--- src/hw/rtl/sprite_frame_animator_macros.svh ---
// ----------------------------------------------------------------------------
// Sprite frame animator assertion macros
// Shorthand for clocked implication checks disabled while the active-low reset is low.
// ----------------------------------------------------------------------------
`ifndef SPRITE_FRAME_ANIMATOR_MACROS_SVH
`define SPRITE_FRAME_ANIMATOR_MACROS_SVH

// Same-cycle implication
`define SFA_ASSERT_IMP(lbl, clk, rst_n, ante, cons, msg) \
    lbl: assert property (@(posedge clk) disable iff (!rst_n) (ante) |-> (cons)) \
        else $error(msg);

// Next-cycle implication
`define SFA_ASSERT_NXT(lbl, clk, rst_n, ante, cons, msg) \
    lbl: assert property (@(posedge clk) disable iff (!rst_n) (ante) |=> (cons)) \
        else $error(msg);

`endif

--- src/hw/rtl/sfa_pkg.sv ---
// ----------------------------------------------------------------------------
// Sprite frame animator package
// Shared widths, register indexes and the divider request/response types.
// ----------------------------------------------------------------------------
`timescale 1ns / 1ps
`default_nettype none

package sfa_pkg;

    localparam int DIV_W  = 24;
    localparam int STEP_W = 5;

    // quotient bits produced per division kind
    localparam logic [STEP_W-1:0] STEPS_TIME = 5'd24;
    localparam logic [STEP_W-1:0] STEPS_IDX  = 5'd16;
    localparam logic [STEP_W-1:0] STEPS_DIM  = 5'd13;

    localparam logic [12:0] EDGE_MAX  = 13'd4096;
    localparam logic [15:0] COUNT_MAX = 16'hFFFF;

    // configuration register indexes
    localparam logic [2:0] CFG_FRAME_DELAY   = 3'd0;
    localparam logic [2:0] CFG_START_FRAME   = 3'd1;
    localparam logic [2:0] CFG_END_FRAME     = 3'd2;
    localparam logic [2:0] CFG_SHEET_COLUMNS = 3'd3;
    localparam logic [2:0] CFG_SHEET_ROWS    = 3'd4;
    localparam logic [2:0] CFG_SHEET_WIDTH   = 3'd5;
    localparam logic [2:0] CFG_SHEET_HEIGHT  = 3'd6;
    localparam logic [2:0] CFG_LOOP_FOREVER  = 3'd7;

    typedef struct packed {
        logic              start;
        logic [DIV_W-1:0]  dividend;   // left-aligned to the top bit
        logic [DIV_W-1:0]  divisor;
        logic [STEP_W-1:0] steps;
    } t_div_req;

    typedef struct packed {
        logic             done;
        logic [DIV_W-1:0] quotient;
        logic [DIV_W-1:0] remainder;
    } t_div_rsp;

endpackage

`default_nettype wire

--- src/hw/rtl/sfa_div.sv ---
// ----------------------------------------------------------------------------
// Sprite frame animator divider
// Restoring divider, one quotient bit per cycle, shared by all divisions.
// ----------------------------------------------------------------------------
`timescale 1ns / 1ps
`default_nettype none

module sfa_div (
    input  wire logic            i_clk,
    input  wire logic            i_rst_n,
    input  wire sfa_pkg::t_div_req i_req,
    output sfa_pkg::t_div_rsp    o_rsp
);

    logic                       r_busy;
    logic                       r_done;
    logic [sfa_pkg::STEP_W-1:0] r_cnt;
    logic [sfa_pkg::DIV_W-1:0]  r_rem;
    logic [sfa_pkg::DIV_W-1:0]  r_quo;
    logic [sfa_pkg::DIV_W-1:0]  r_dvs;

    logic [sfa_pkg::DIV_W:0]    w_shift;
    logic [sfa_pkg::DIV_W+1:0]  w_diff;
    logic                       w_ge;

    always_comb begin
        w_shift = {r_rem, r_quo[sfa_pkg::DIV_W-1]};
        w_diff  = {1'b0, w_shift} - {2'b00, r_dvs};
        w_ge    = !w_diff[sfa_pkg::DIV_W+1];
    end

    always_ff @(posedge i_clk) begin
        if (!i_rst_n) begin
            r_busy <= 1'b0;
            r_done <= 1'b0;
            r_cnt  <= '0;
        end else begin
            r_done <= 1'b0;
            if (i_req.start && !r_busy) begin
                r_busy <= 1'b1;
                r_cnt  <= i_req.steps;
            end else if (r_busy) begin
                r_cnt <= r_cnt - 1'b1;
                if (r_cnt == sfa_pkg::STEP_W'(1)) begin
                    r_busy <= 1'b0;
                    r_done <= 1'b1;
                end
            end
        end
    end

    always_ff @(posedge i_clk) begin
        if (i_req.start && !r_busy) begin
            r_rem <= '0;
            r_quo <= i_req.dividend;
            r_dvs <= i_req.divisor;
        end else if (r_busy) begin
            r_rem <= w_ge ? w_diff[sfa_pkg::DIV_W-1:0] : w_shift[sfa_pkg::DIV_W-1:0];
            r_quo <= {r_quo[sfa_pkg::DIV_W-2:0], w_ge};
        end
    end

    assign o_rsp.done      = r_done;
    assign o_rsp.quotient  = r_quo;
    assign o_rsp.remainder = r_rem;

endmodule

`default_nettype wire

--- src/hw/rtl/sprite_frame_animator.sv ---
// ----------------------------------------------------------------------------
// Sprite frame animator
// Frame timer, frame advance and sheet rectangle for one sprite animation.
// ----------------------------------------------------------------------------
// Channel   Direction  Handshake           Payload
// tick      in         i_valid / o_stall   i_elapsed_time
// result    out        o_valid / i_stall   o_rect_valid .. o_done_flag
// config    in         i_cfg_we            i_cfg_index, i_cfg_wdata
//
// A tick with a timer expiry runs four divider passes (24 + 16 + 13 + 13 bits, each
// launched from a GO state and collected in a WAIT state), five sequencer steps
// and the idle state; without an expiry the time pass is skipped, and once completed
// a tick goes straight to S_OUT. o_valid rises when S_OUT loads the output register.
// o_stall is high from acceptance until the result enters the output register.
// The output register holds a result under i_stall while the next tick runs.
// Reset is synchronous; it restores register defaults and the animation state.
// ----------------------------------------------------------------------------
`timescale 1ns / 1ps
`default_nettype none
`include "sprite_frame_animator_macros.svh"

module sprite_frame_animator (
    input  wire logic        i_clk,
    input  wire logic        i_rst_n,
    input  wire logic        i_valid,
    output logic             o_stall,
    input  wire logic [23:0] i_elapsed_time,
    output logic             o_valid,
    input  wire logic        i_stall,
    output logic             o_rect_valid,
    output logic [15:0]      o_frame_number,
    output logic [12:0]      o_rect_left,
    output logic [12:0]      o_rect_right,
    output logic [12:0]      o_rect_top,
    output logic [12:0]      o_rect_bottom,
    output logic             o_done_flag,
    input  wire logic        i_cfg_we,
    input  wire logic [2:0]  i_cfg_index,
    input  wire logic [23:0] i_cfg_wdata
);

    typedef enum logic [3:0] {
        S_IDLE, S_SUB, S_TCHK, S_TGO, S_TWAIT, S_LIMIT, S_IGO, S_IWAIT,
        S_WGO, S_WWAIT, S_HGO, S_HWAIT, S_MUL, S_OUT
    } t_state;

    // configuration
    logic [23:0] r_frame_delay;
    logic [12:0] r_start_frame;
    logic [12:0] r_end_frame;
    logic [6:0]  r_sheet_columns;
    logic [6:0]  r_sheet_rows;
    logic [12:0] r_sheet_width;
    logic [12:0] r_sheet_height;
    logic        r_loop_forever;

    // animation state and work registers
    t_state        r_state;
    logic signed [25:0] r_tr;
    logic [15:0]   r_counter;
    logic          r_finished;
    logic [23:0]   r_elapsed;
    logic [6:0]    r_col0;
    logic [15:0]   r_row0;
    logic [12:0]   r_cw;
    logic [12:0]   r_rh;
    logic [19:0]   r_left_p;
    logic [28:0]   r_top_p;

    // output register
    logic          r_o_valid;
    logic          r_rect_valid;
    logic [15:0]   r_frame_number;
    logic [12:0]   r_rect_left;
    logic [12:0]   r_rect_right;
    logic [12:0]   r_rect_top;
    logic [12:0]   r_rect_bottom;
    logic          r_done_flag;

    sfa_pkg::t_div_req w_req;
    sfa_pkg::t_div_rsp w_rsp;

    logic [23:0] w_delay;
    logic [6:0]  w_cols;
    logic [6:0]  w_rows;
    logic [15:0] w_idx;
    logic [23:0] w_overrun;
    logic [24:0] w_sum;
    logic [15:0] w_sat;
    logic [20:0] w_right;
    logic [29:0] w_bottom;
    logic        w_accept;
    logic        w_out_free;

    function automatic logic [12:0] f_clamp(input logic [29:0] v);
        return (v > 30'(sfa_pkg::EDGE_MAX)) ? sfa_pkg::EDGE_MAX : v[12:0];
    endfunction

    always_comb begin
        w_delay    = (r_frame_delay == '0) ? 24'd1 : r_frame_delay;
        w_cols     = (r_sheet_columns == '0) ? 7'd1 : r_sheet_columns;
        w_rows     = (r_sheet_rows == '0) ? 7'd1 : r_sheet_rows;
        w_idx      = (r_counter == '0) ? 16'd0 : r_counter - 16'd1;
        w_overrun  = 24'(-r_tr);
        w_sum      = {9'd0, r_counter} + {1'b0, w_rsp.quotient} + 25'd1;
        w_sat      = (w_sum > 25'(sfa_pkg::COUNT_MAX)) ? sfa_pkg::COUNT_MAX : w_sum[15:0];
        w_right    = {1'b0, r_left_p} + {8'd0, r_cw};
        w_bottom   = {1'b0, r_top_p} + {17'd0, r_rh};
        w_accept   = i_valid && (r_state == S_IDLE);
        w_out_free = !r_o_valid || !i_stall;
    end

    // divider requests, left-aligned dividends
    always_comb begin
        w_req = '0;
        case (r_state)
            S_TGO: begin
                w_req.start    = 1'b1;
                w_req.dividend = w_overrun;
                w_req.divisor  = w_delay;
                w_req.steps    = sfa_pkg::STEPS_TIME;
            end
            S_IGO: begin
                w_req.start    = 1'b1;
                w_req.dividend = {w_idx, 8'd0};
                w_req.divisor  = {17'd0, w_cols};
                w_req.steps    = sfa_pkg::STEPS_IDX;
            end
            S_WGO: begin
                w_req.start    = 1'b1;
                w_req.dividend = {r_sheet_width, 11'd0};
                w_req.divisor  = {17'd0, w_cols};
                w_req.steps    = sfa_pkg::STEPS_DIM;
            end
            S_HGO: begin
                w_req.start    = 1'b1;
                w_req.dividend = {r_sheet_height, 11'd0};
                w_req.divisor  = {17'd0, w_rows};
                w_req.steps    = sfa_pkg::STEPS_DIM;
            end
            default: begin
                w_req = '0;
            end
        endcase
    end

    sfa_div u_div (
        .i_clk   (i_clk),
        .i_rst_n (i_rst_n),
        .i_req   (w_req),
        .o_rsp   (w_rsp)
    );

    always_ff @(posedge i_clk) begin
        if (!i_rst_n) begin
            r_frame_delay   <= 24'd6554;
            r_start_frame   <= 13'd1;
            r_end_frame     <= 13'd1;
            r_sheet_columns <= 7'd1;
            r_sheet_rows    <= 7'd1;
            r_sheet_width   <= 13'd64;
            r_sheet_height  <= 13'd64;
            r_loop_forever  <= 1'b0;
        end else if (i_cfg_we) begin
            case (i_cfg_index)
                sfa_pkg::CFG_FRAME_DELAY:   r_frame_delay   <= i_cfg_wdata;
                sfa_pkg::CFG_START_FRAME:   r_start_frame   <= i_cfg_wdata[12:0];
                sfa_pkg::CFG_END_FRAME:     r_end_frame     <= i_cfg_wdata[12:0];
                sfa_pkg::CFG_SHEET_COLUMNS: r_sheet_columns <= i_cfg_wdata[6:0];
                sfa_pkg::CFG_SHEET_ROWS:    r_sheet_rows    <= i_cfg_wdata[6:0];
                sfa_pkg::CFG_SHEET_WIDTH:   r_sheet_width   <= i_cfg_wdata[12:0];
                sfa_pkg::CFG_SHEET_HEIGHT:  r_sheet_height  <= i_cfg_wdata[12:0];
                sfa_pkg::CFG_LOOP_FOREVER:  r_loop_forever  <= i_cfg_wdata[0];
                default: begin
                end
            endcase
        end
    end

    always_ff @(posedge i_clk) begin
        if (!i_rst_n) begin
            r_state    <= S_IDLE;
            r_tr       <= '0;
            r_counter  <= 16'd1;
            r_finished <= 1'b0;
            r_o_valid  <= 1'b0;
        end else begin
            // S_OUT reloads the output register itself
            if (r_o_valid && !i_stall && r_state != S_OUT) begin
                r_o_valid <= 1'b0;
            end
            case (r_state)
                S_IDLE: begin
                    if (w_accept) begin
                        r_elapsed <= i_elapsed_time;
                        r_state   <= r_finished ? S_OUT : S_SUB;
                    end
                end
                S_SUB: begin
                    r_tr    <= r_tr - $signed({2'b00, r_elapsed});
                    r_state <= S_TCHK;
                end
                S_TCHK: begin
                    r_state <= (r_tr[25] || r_tr == '0) ? S_TGO : S_LIMIT;
                end
                S_TGO: begin
                    r_state <= S_TWAIT;
                end
                S_TWAIT: begin
                    if (w_rsp.done) begin
                        // refill: remaining time becomes delay minus the overrun remainder
                        r_counter <= w_sat;
                        r_tr      <= $signed({2'b00, w_delay} - {2'b00, w_rsp.remainder});
                        r_state   <= S_LIMIT;
                    end
                end
                S_LIMIT: begin
                    if (r_counter > {3'd0, r_end_frame}) begin
                        if (r_loop_forever) begin
                            r_counter <= {3'd0, r_start_frame};
                            r_state   <= S_IGO;
                        end else begin
                            r_finished <= 1'b1;
                            r_state    <= S_OUT;
                        end
                    end else begin
                        r_state <= S_IGO;
                    end
                end
                S_IGO: begin
                    r_state <= S_IWAIT;
                end
                S_IWAIT: begin
                    if (w_rsp.done) begin
                        r_col0  <= w_rsp.remainder[6:0];
                        r_row0  <= w_rsp.quotient[15:0];
                        r_state <= S_WGO;
                    end
                end
                S_WGO: begin
                    r_state <= S_WWAIT;
                end
                S_WWAIT: begin
                    if (w_rsp.done) begin
                        r_cw    <= w_rsp.quotient[12:0];
                        r_state <= S_HGO;
                    end
                end
                S_HGO: begin
                    r_state <= S_HWAIT;
                end
                S_HWAIT: begin
                    if (w_rsp.done) begin
                        r_rh    <= w_rsp.quotient[12:0];
                        r_state <= S_MUL;
                    end
                end
                S_MUL: begin
                    r_left_p <= 20'(r_col0 * r_cw);
                    r_top_p  <= 29'(r_row0 * r_rh);
                    r_state  <= S_OUT;
                end
                S_OUT: begin
                    // hold until the output register is free
                    if (w_out_free) begin
                        r_o_valid      <= 1'b1;
                        r_frame_number <= r_counter;
                        r_done_flag    <= r_finished;
                        r_rect_valid   <= !r_finished;
                        if (r_finished) begin
                            r_rect_left   <= '0;
                            r_rect_right  <= '0;
                            r_rect_top    <= '0;
                            r_rect_bottom <= '0;
                        end else begin
                            r_rect_left   <= f_clamp({10'd0, r_left_p});
                            r_rect_right  <= f_clamp({9'd0, w_right});
                            r_rect_top    <= f_clamp({1'b0, r_top_p});
                            r_rect_bottom <= f_clamp(w_bottom);
                        end
                        r_state <= S_IDLE;
                    end
                end
                default: begin
                    r_state <= S_IDLE;
                end
            endcase
        end
    end

    assign o_stall        = (r_state != S_IDLE);
    assign o_valid        = r_o_valid;
    assign o_rect_valid   = r_rect_valid;
    assign o_frame_number = r_frame_number;
    assign o_rect_left    = r_rect_left;
    assign o_rect_right   = r_rect_right;
    assign o_rect_top     = r_rect_top;
    assign o_rect_bottom  = r_rect_bottom;
    assign o_done_flag    = r_done_flag;

    `SFA_ASSERT_IMP(a_done_no_rect, i_clk, i_rst_n, o_valid && o_done_flag, !o_rect_valid, "completed animation shows a rectangle")
    `SFA_ASSERT_NXT(a_finished_sticky, i_clk, i_rst_n, r_finished, r_finished, "completion cleared without reset")
    `SFA_ASSERT_IMP(a_timer_idle, i_clk, i_rst_n, r_state == S_IDLE, !r_tr[25], "frame timer negative between ticks")

endmodule

`default_nettype wire
--- config.mk ---
export PLATFORM = sky130hd
export DESIGN_NAME = sprite_frame_animator
export DESIGN_NICKNAME = d
export VERILOG_FILES = /design/src/hw/rtl/sfa_pkg.sv /design/src/hw/rtl/sfa_div.sv /design/src/hw/rtl/sprite_frame_animator.sv
export VERILOG_INCLUDE_DIRS = /design/src /design/src/hw/rtl
export SDC_FILE = /design/constraint.sdc
export NUM_CORES = 2
export LEC_CHECK = 0
export ABC_AREA = 1
export BUFFER_PORTS_ARGS = -buffer_cell sky130_fd_sc_hd__buf_2
export CAP_MARGIN = 20
export CORE_UTILIZATION = 30
export CTS_BUF_LIST = sky130_fd_sc_hd__clkbuf_16
export DETAILED_ROUTE_END_ITERATION = 7
export SLEW_MARGIN = 20
export SYNTH_ARGS = -nofsm -noshare
export SYNTH_HDL_FRONTEND = slang
export SYNTH_SLANG_ARGS = --single-unit
--- constraint.sdc ---
create_clock -name i_clk -period 16.1 [get_ports i_clk]
set_clock_uncertainty 0.1 [all_clocks]
set_input_delay 1.61 -clock i_clk [delete_from_list [all_inputs] [get_ports i_clk]]
set_output_delay 1.61 -clock i_clk [all_outputs]
set_load 0.05 [all_outputs]
After elaboration in Yosys (flattened, before gate mapping)
Cells that the tools add are included.
- logic and storage cells: 172
- output and inout bits: 72
- register bits: 410
- bits of input ports: 56
- eq/ne operators: 30
- mux-type cells: 39
- magnitude comparators: 6
- reduce and logical (&&, ||, !) cells: 45
- multiply operators: 2
- $add $sub $neg: 10
- bitwise gates (word level): 3
- operators with widths (operator ; number):
    $pmux 54 s4 ; 1
    $mux 24 ; 4
    $mux 16 ; 5
    $pmux 4 s14 ; 1
    $mux 13 ; 4
    $pmux 26 s2 ; 1
    $mux 4 ; 9
    $pmux 16 s2 ; 1
    $add 29x13->30 ; 1
    $gt 30x13->1 const B ; 1
    $gt 29x13->1 const B ; 1
    $mul 16x13->29 ; 1
    $logic_not 26->1 ; 1
    $mux 26 ; 1
    $sub 25x24->26 ; 1
    $sub 26x25->26 ; 1
    $add 16x24->25 ; 1
    $add 25x1->25 const B ; 1
    $gt 25x16->1 const B ; 1
    $sub 24x24->25 ; 1
    $eq 4x4->1 const B ; 6
    $logic_not 24->1 ; 1
    $neg 24->24 ; 1
    $add 20x13->21 ; 1
    other kinds (36) ; 88

Logic depth before layout (Yosys ltp)
- depth after elaboration: 6
- gate-level depth with buffers: 25
- depth with buffers taken out: 23

Hierarchy
From an unflattened synthesis, not the netlist that was laid out.
- cells, all modules: 4877
- area, all modules: 35641.7 um^2
- modules (own cells, without submodules) (module ; times used ; sequential area each (um^2) ; cells each ; area an instance (um^2)):
    sprite_frame_animator ; 1 ; 8548.2 ; 4114 ; 30429.2
    sfa_div ; 1 ; 2062.0 ; 763 ; 5212.5

Worst setup path before layout
No wires, ideal clock.
- kind: input to register
- start: input i_rst_n
- end: register r_done_flag, in the netlist o_done_flag, enable pin
- data required time: 15502 ps
- path buffers: 2
- stages: 4
- setup time: 498 ps
- path slack: 10343 ps
- arrival: 5159 ps
- cell sequence: clkbuf_1 > buf_1 > nand2_1 > nor2_1
- cells in the longest elaborated chain, start to end: 1
- ends and longest elaborated chain (element ; RTL line ; text):
    start, declared ; sprite_frame_animator.sv:24 ; input wire logic i_rst_n,
    $reduce_and 3->1 (no source line) ; n/a ;
    end signal, assigned ; sprite_frame_animator.sv:268 ; r_done_flag <= r_finished;
    end, declared ; sprite_frame_animator.sv:78 ; logic r_done_flag;
No other way between the ends.
A chain may end at the register's enable or synchronous reset.

Worst setup path after layout
- start: register r_rh[9]
- end: register r_top_p[25], data pin
- cells in the longest elaborated chain, start to end: 1
- ends and longest elaborated chain (element ; RTL line ; text):
    start, declared ; sprite_frame_animator.sv:66 ; logic [12:0] r_rh;
    start signal, assigned ; sprite_frame_animator.sv:254 ; r_rh <= w_rsp.quotient[12:0];
    $mul 16x13->29 ; sprite_frame_animator.sv:260 ; r_top_p <= 29'(r_row0 * r_rh);
    end signal, assigned ; sprite_frame_animator.sv:260 ;
    end, declared ; sprite_frame_animator.sv:68 ; logic [28:0] r_top_p;
No other way between the ends.

==> results by group <==
Place
  • Worst slack at placement: 10310 ps
  • PortBufs: 127
  • Placed Cells: 6116
  • Placed cell area: 36800 µm²
  • GP Congestion: 0.913
  • HPWL after detailed placement: 78900 µm

Critical path
  • Crit. Startpoint: r_rh[9]$_DFFE_PP_
  • Setup Crit Path Kind: reg2reg
  • Startpoint types: flip-flop
  • Most used cell along the critical path: fa_1
  • Data arrival time of the worst path: 6100 ps
  • R2R cell count: 20
  • Worst path slowest cell: edfxtp_1
  • Critical Path Fanout Max: 17
  • Worst Setup End Kind: flip-flop
  • R2R Path Start: r_rh[9]$_DFFE_PP_
  • Required time worst endpoint: 16360 ps
  • Setup slack, reg-to-reg: 10260 ps
  • Top Family by Delay on Critical Path: adder cells
  • CP cell instances: nand2_1 > fa_1 > inv_1 > fa_1 > fa_1 > fa_1 > inv_1 > fa_1 > inv_1 > ha_1 > nand2_1 > inv_1 > nand3_1 > nor3_1 > nand4_1 > nand3_1 > nand3_1 > nand2_1 > a31oi_1 > xor2_1
  • CP max stage delay: 800 ps
  • Buffer and inverter count on the worst path: 4
  • Worst R2R End: r_top_p[25]$_DFFE_PP_

Run status
  • Failing checks: DRC
  • Status: finished, violations left

Pwr
  • Leakage: 18.9 nW
  • Int Power: 2.55 mW
  • Total Power: 4.48 mW
  • Maximum vdd drop: 104 µV
  • Clock share of power: 26.4%
  • NetSw: 1.93 mW
  • Logic pwr share: 41.0%
  • Sequential share of power: 32.6%
  • Pwr Density: 116 nW/µm²
  • Switching fraction of total power: 43.2%

Global route
  • First-pass GRT wire length: 157000 µm
  • Grt total ovfl: 0
  • Tot GR Track Use: 16.8%
  • Antenna violations before repair: 3
  • Vias in the first global route: 28.8k
  • Largest net degree at the start of global routing: 71

Routing
  • Initial DRC count: 2365
  • Routed wire length: 99500 µm
  • DRT Pass-1 Iters: 8
  • # DRC: 15
  • Final antenna-violating net count: 0
  • Via/cell ratio: 4.82
  • Routed len/inst: 16.0 µm
  • Vias: 29.9k

Clock network
  • Longest Clk Path Bufs: 3
  • H-tree Lvls: 2
  • Hold-fix buffers, CTS: 0
  • Number of CTS-inserted buffers: 49
  • CTS tree: yes
  • Clock root cell: clkbuf_16
  • Skew-Pair Late Insertion Delay: 630 ps
  • Clock Pin Slew Worst Setup and Hold Paths: 60 ps
  • Num Clock Sinks: 410
  • Resized Gates After CTS: 0
  • Setup bufs post-CTS: 0

Die
  • Core area: 115000 µm²
  • Initial Utilization: 30.3%
  • Die Ht: 342 µm
  • Row cnt: 124
  • Die area: 117000 µm²
  • Top Ports: 128
  • Die width: 342 µm

Timing
  • Final worst slack: 10260 ps
  • Final Hold Viols: 0
  • Final min period: 5840 ps
  • Relative max-transition margin: 25.3%
  • Setup_tns: 0 ps
  • Fin crit share: 36.3%
  • Final Max Slew Viols: 0
  • FMAX: 171 MHz
  • Hold WS: 371 ps
  • Worst-Margin Slew: 1120 ps
  • Final Setup Violations: 0
  • RSZ-0062 raised after global routing: no

Synthesis
  • Post-Synthesis Cells: 4608
  • Synth area leader: edfxtp_1
  • Seq cells post-synth: 410
  • Mapped Area: 34800 µm²
  • Mean Syn Cell Area: 7.54 µm²
  • YS warnings: 0
  • Yosys cell types: 66
  • Most used DFF post-synth: edfxtp_1
  • Seq/Total Area, Yosys: 30.5%
  • Post-synth EDFFs: 240
  • Syn Nets: 5122
  • Ys async rst share: 0%
  • Synth cell count leaders: nand2_1, inv_1, nor2_1
  • Most common cell in the netlist: nand2_1
  • Synth top area share: 20.7%
  • Area contributors post-synth: edfxtp_1, fa_1, nand2_1

Layout
  • P&R area growth vs syn: 10.9%
  • Layout cells sized above 1: 6.94%
  • Layout Cells excl Fill: 6209
  • Post-layout nets: 5169
  • Final Cell Area: 38600 µm²
  • Utilization after layout: 33.6%

Min path
  • Hold_sp: r_sheet_width[6]$_SDFFE_PN1P_
  • Hold Crit Class: reg2reg
  • Hold path endpoint: r_sheet_width[6]$_SDFFE_PN1P_
  • WHS Path Cells: 2

Job
  • Maxcap violations: 0
==> cells by family (layout without fill, tap and decap cells) <==
family,Yosys count,count (layout),share of synthesized area (%)
AND/OR/NAND/NOR,1920,1920,23.4
AO/OA/AOI/OAI,664,664,10.7
buffers and inverters,1044,1132,11.4
XOR/XNOR,112,112,2.82
other,0,1,0
adder cells (fa/ha/maj),458,458,21.1
flip-flops,410,410,30.5
==> registers in the layout, summed over array words and instances, names as in the netlist, 16 cells and up <==
register / cells
o_frame_number: 16
r_left_p: 20
u_div.r_rem: 24
r_row0: 16
r_elapsed: 24
u_div.r_quo: 24
u_div.r_dvs: 24
r_frame_delay: 24
r_tr: 26
r_top_p: 29
r_counter: 16
==> power by group through the flow <==
stage / Clock, mW / Combinational (mW) / Sequential [mW]
global placement: 0 / 1.80 / 1.48
detailed placement: 0 / 1.81 / 1.48
CTS: 1.21 / 1.82 / 1.46
floorplan: 0 / 1.38 / 1.37
global route: 1.24 / 2.07 / 1.47
finish: 1.18 / 1.84 / 1.46
==> worst max-delay path by stage <==
stage | slack, ps | cells past startpoint | end
global route | 9810 | 20 | r_top_p[25]$_DFFE_PP_
CTS | 10270 | 20 | r_top_p[25]$_DFFE_PP_
finish | 10260 | 20 | r_top_p[25]$_DFFE_PP_
floorplan | 10340 | 4 | o_done_flag$_DFFE_PP_
detailed placement | 10310 | 20 | r_top_p[25]$_DFFE_PP_
global placement | 10410 | 20 | r_top_p[25]$_DFFE_PP_
==> layout make-up <==
type / instances / area, µm²
clock buffers: 50 / 1250
flip-flops and latches: 410 / 10600
clock inverters: 42 / 467
fillers: 12200 / 76100
inverters: 896 / 3360
diodes: 1 / 2.50
repair buffers: 144 / 766
multi-input cells: 3154 / 20200
well taps: 1512 / 1890
==> cells in the final DEF, fill, tap and decap left out, types with 7 or more instances in the layout <==
master,netlist,layout
a21boi_0,9,9
a21o_1,13,13
a21oi_1,276,276
a221oi_1,7,7
a31oi_1,16,16
buf_2,13,126
buf_4,6,18
clkbuf_16,0,50
clkinv_1,2,8
clkinv_2,0,8
dfxtp_1,170,169
edfxtp_1,240,240
fa_1,214,214
ha_1,244,244
inv_1,888,891
nand2_1,1004,1004
nand2_2,15,15
nand3_1,271,271
nand3_2,7,7
nand3b_1,9,9
nand4_1,59,59
nor2_1,414,412
nor2_2,23,23
nor3_1,59,56
nor4_1,18,18
o211ai_1,25,25
o21ai_0,243,243
o21bai_1,16,16
o31ai_1,7,7
or2_2,23,23
xnor2_1,28,28
xor2_1,84,84
==> metal layers <==
layer  part of all wire [%]  vias up  track usage, %
met5                 0.0080        -               0
met4                    2.8        2            4.90
met3                    4.9      164            1.82
met2                     47      808            28.3
met1                     46    14100            22.6
li1                       -    14800               -
==> tightest hold or removal path, cell delays in order, from the launching register on <==
cell	delay [ps]
dfxtp_1	330
nand2_1	60
nand3_1	50
Note: power is estimated with default switching activity, not from simulation.
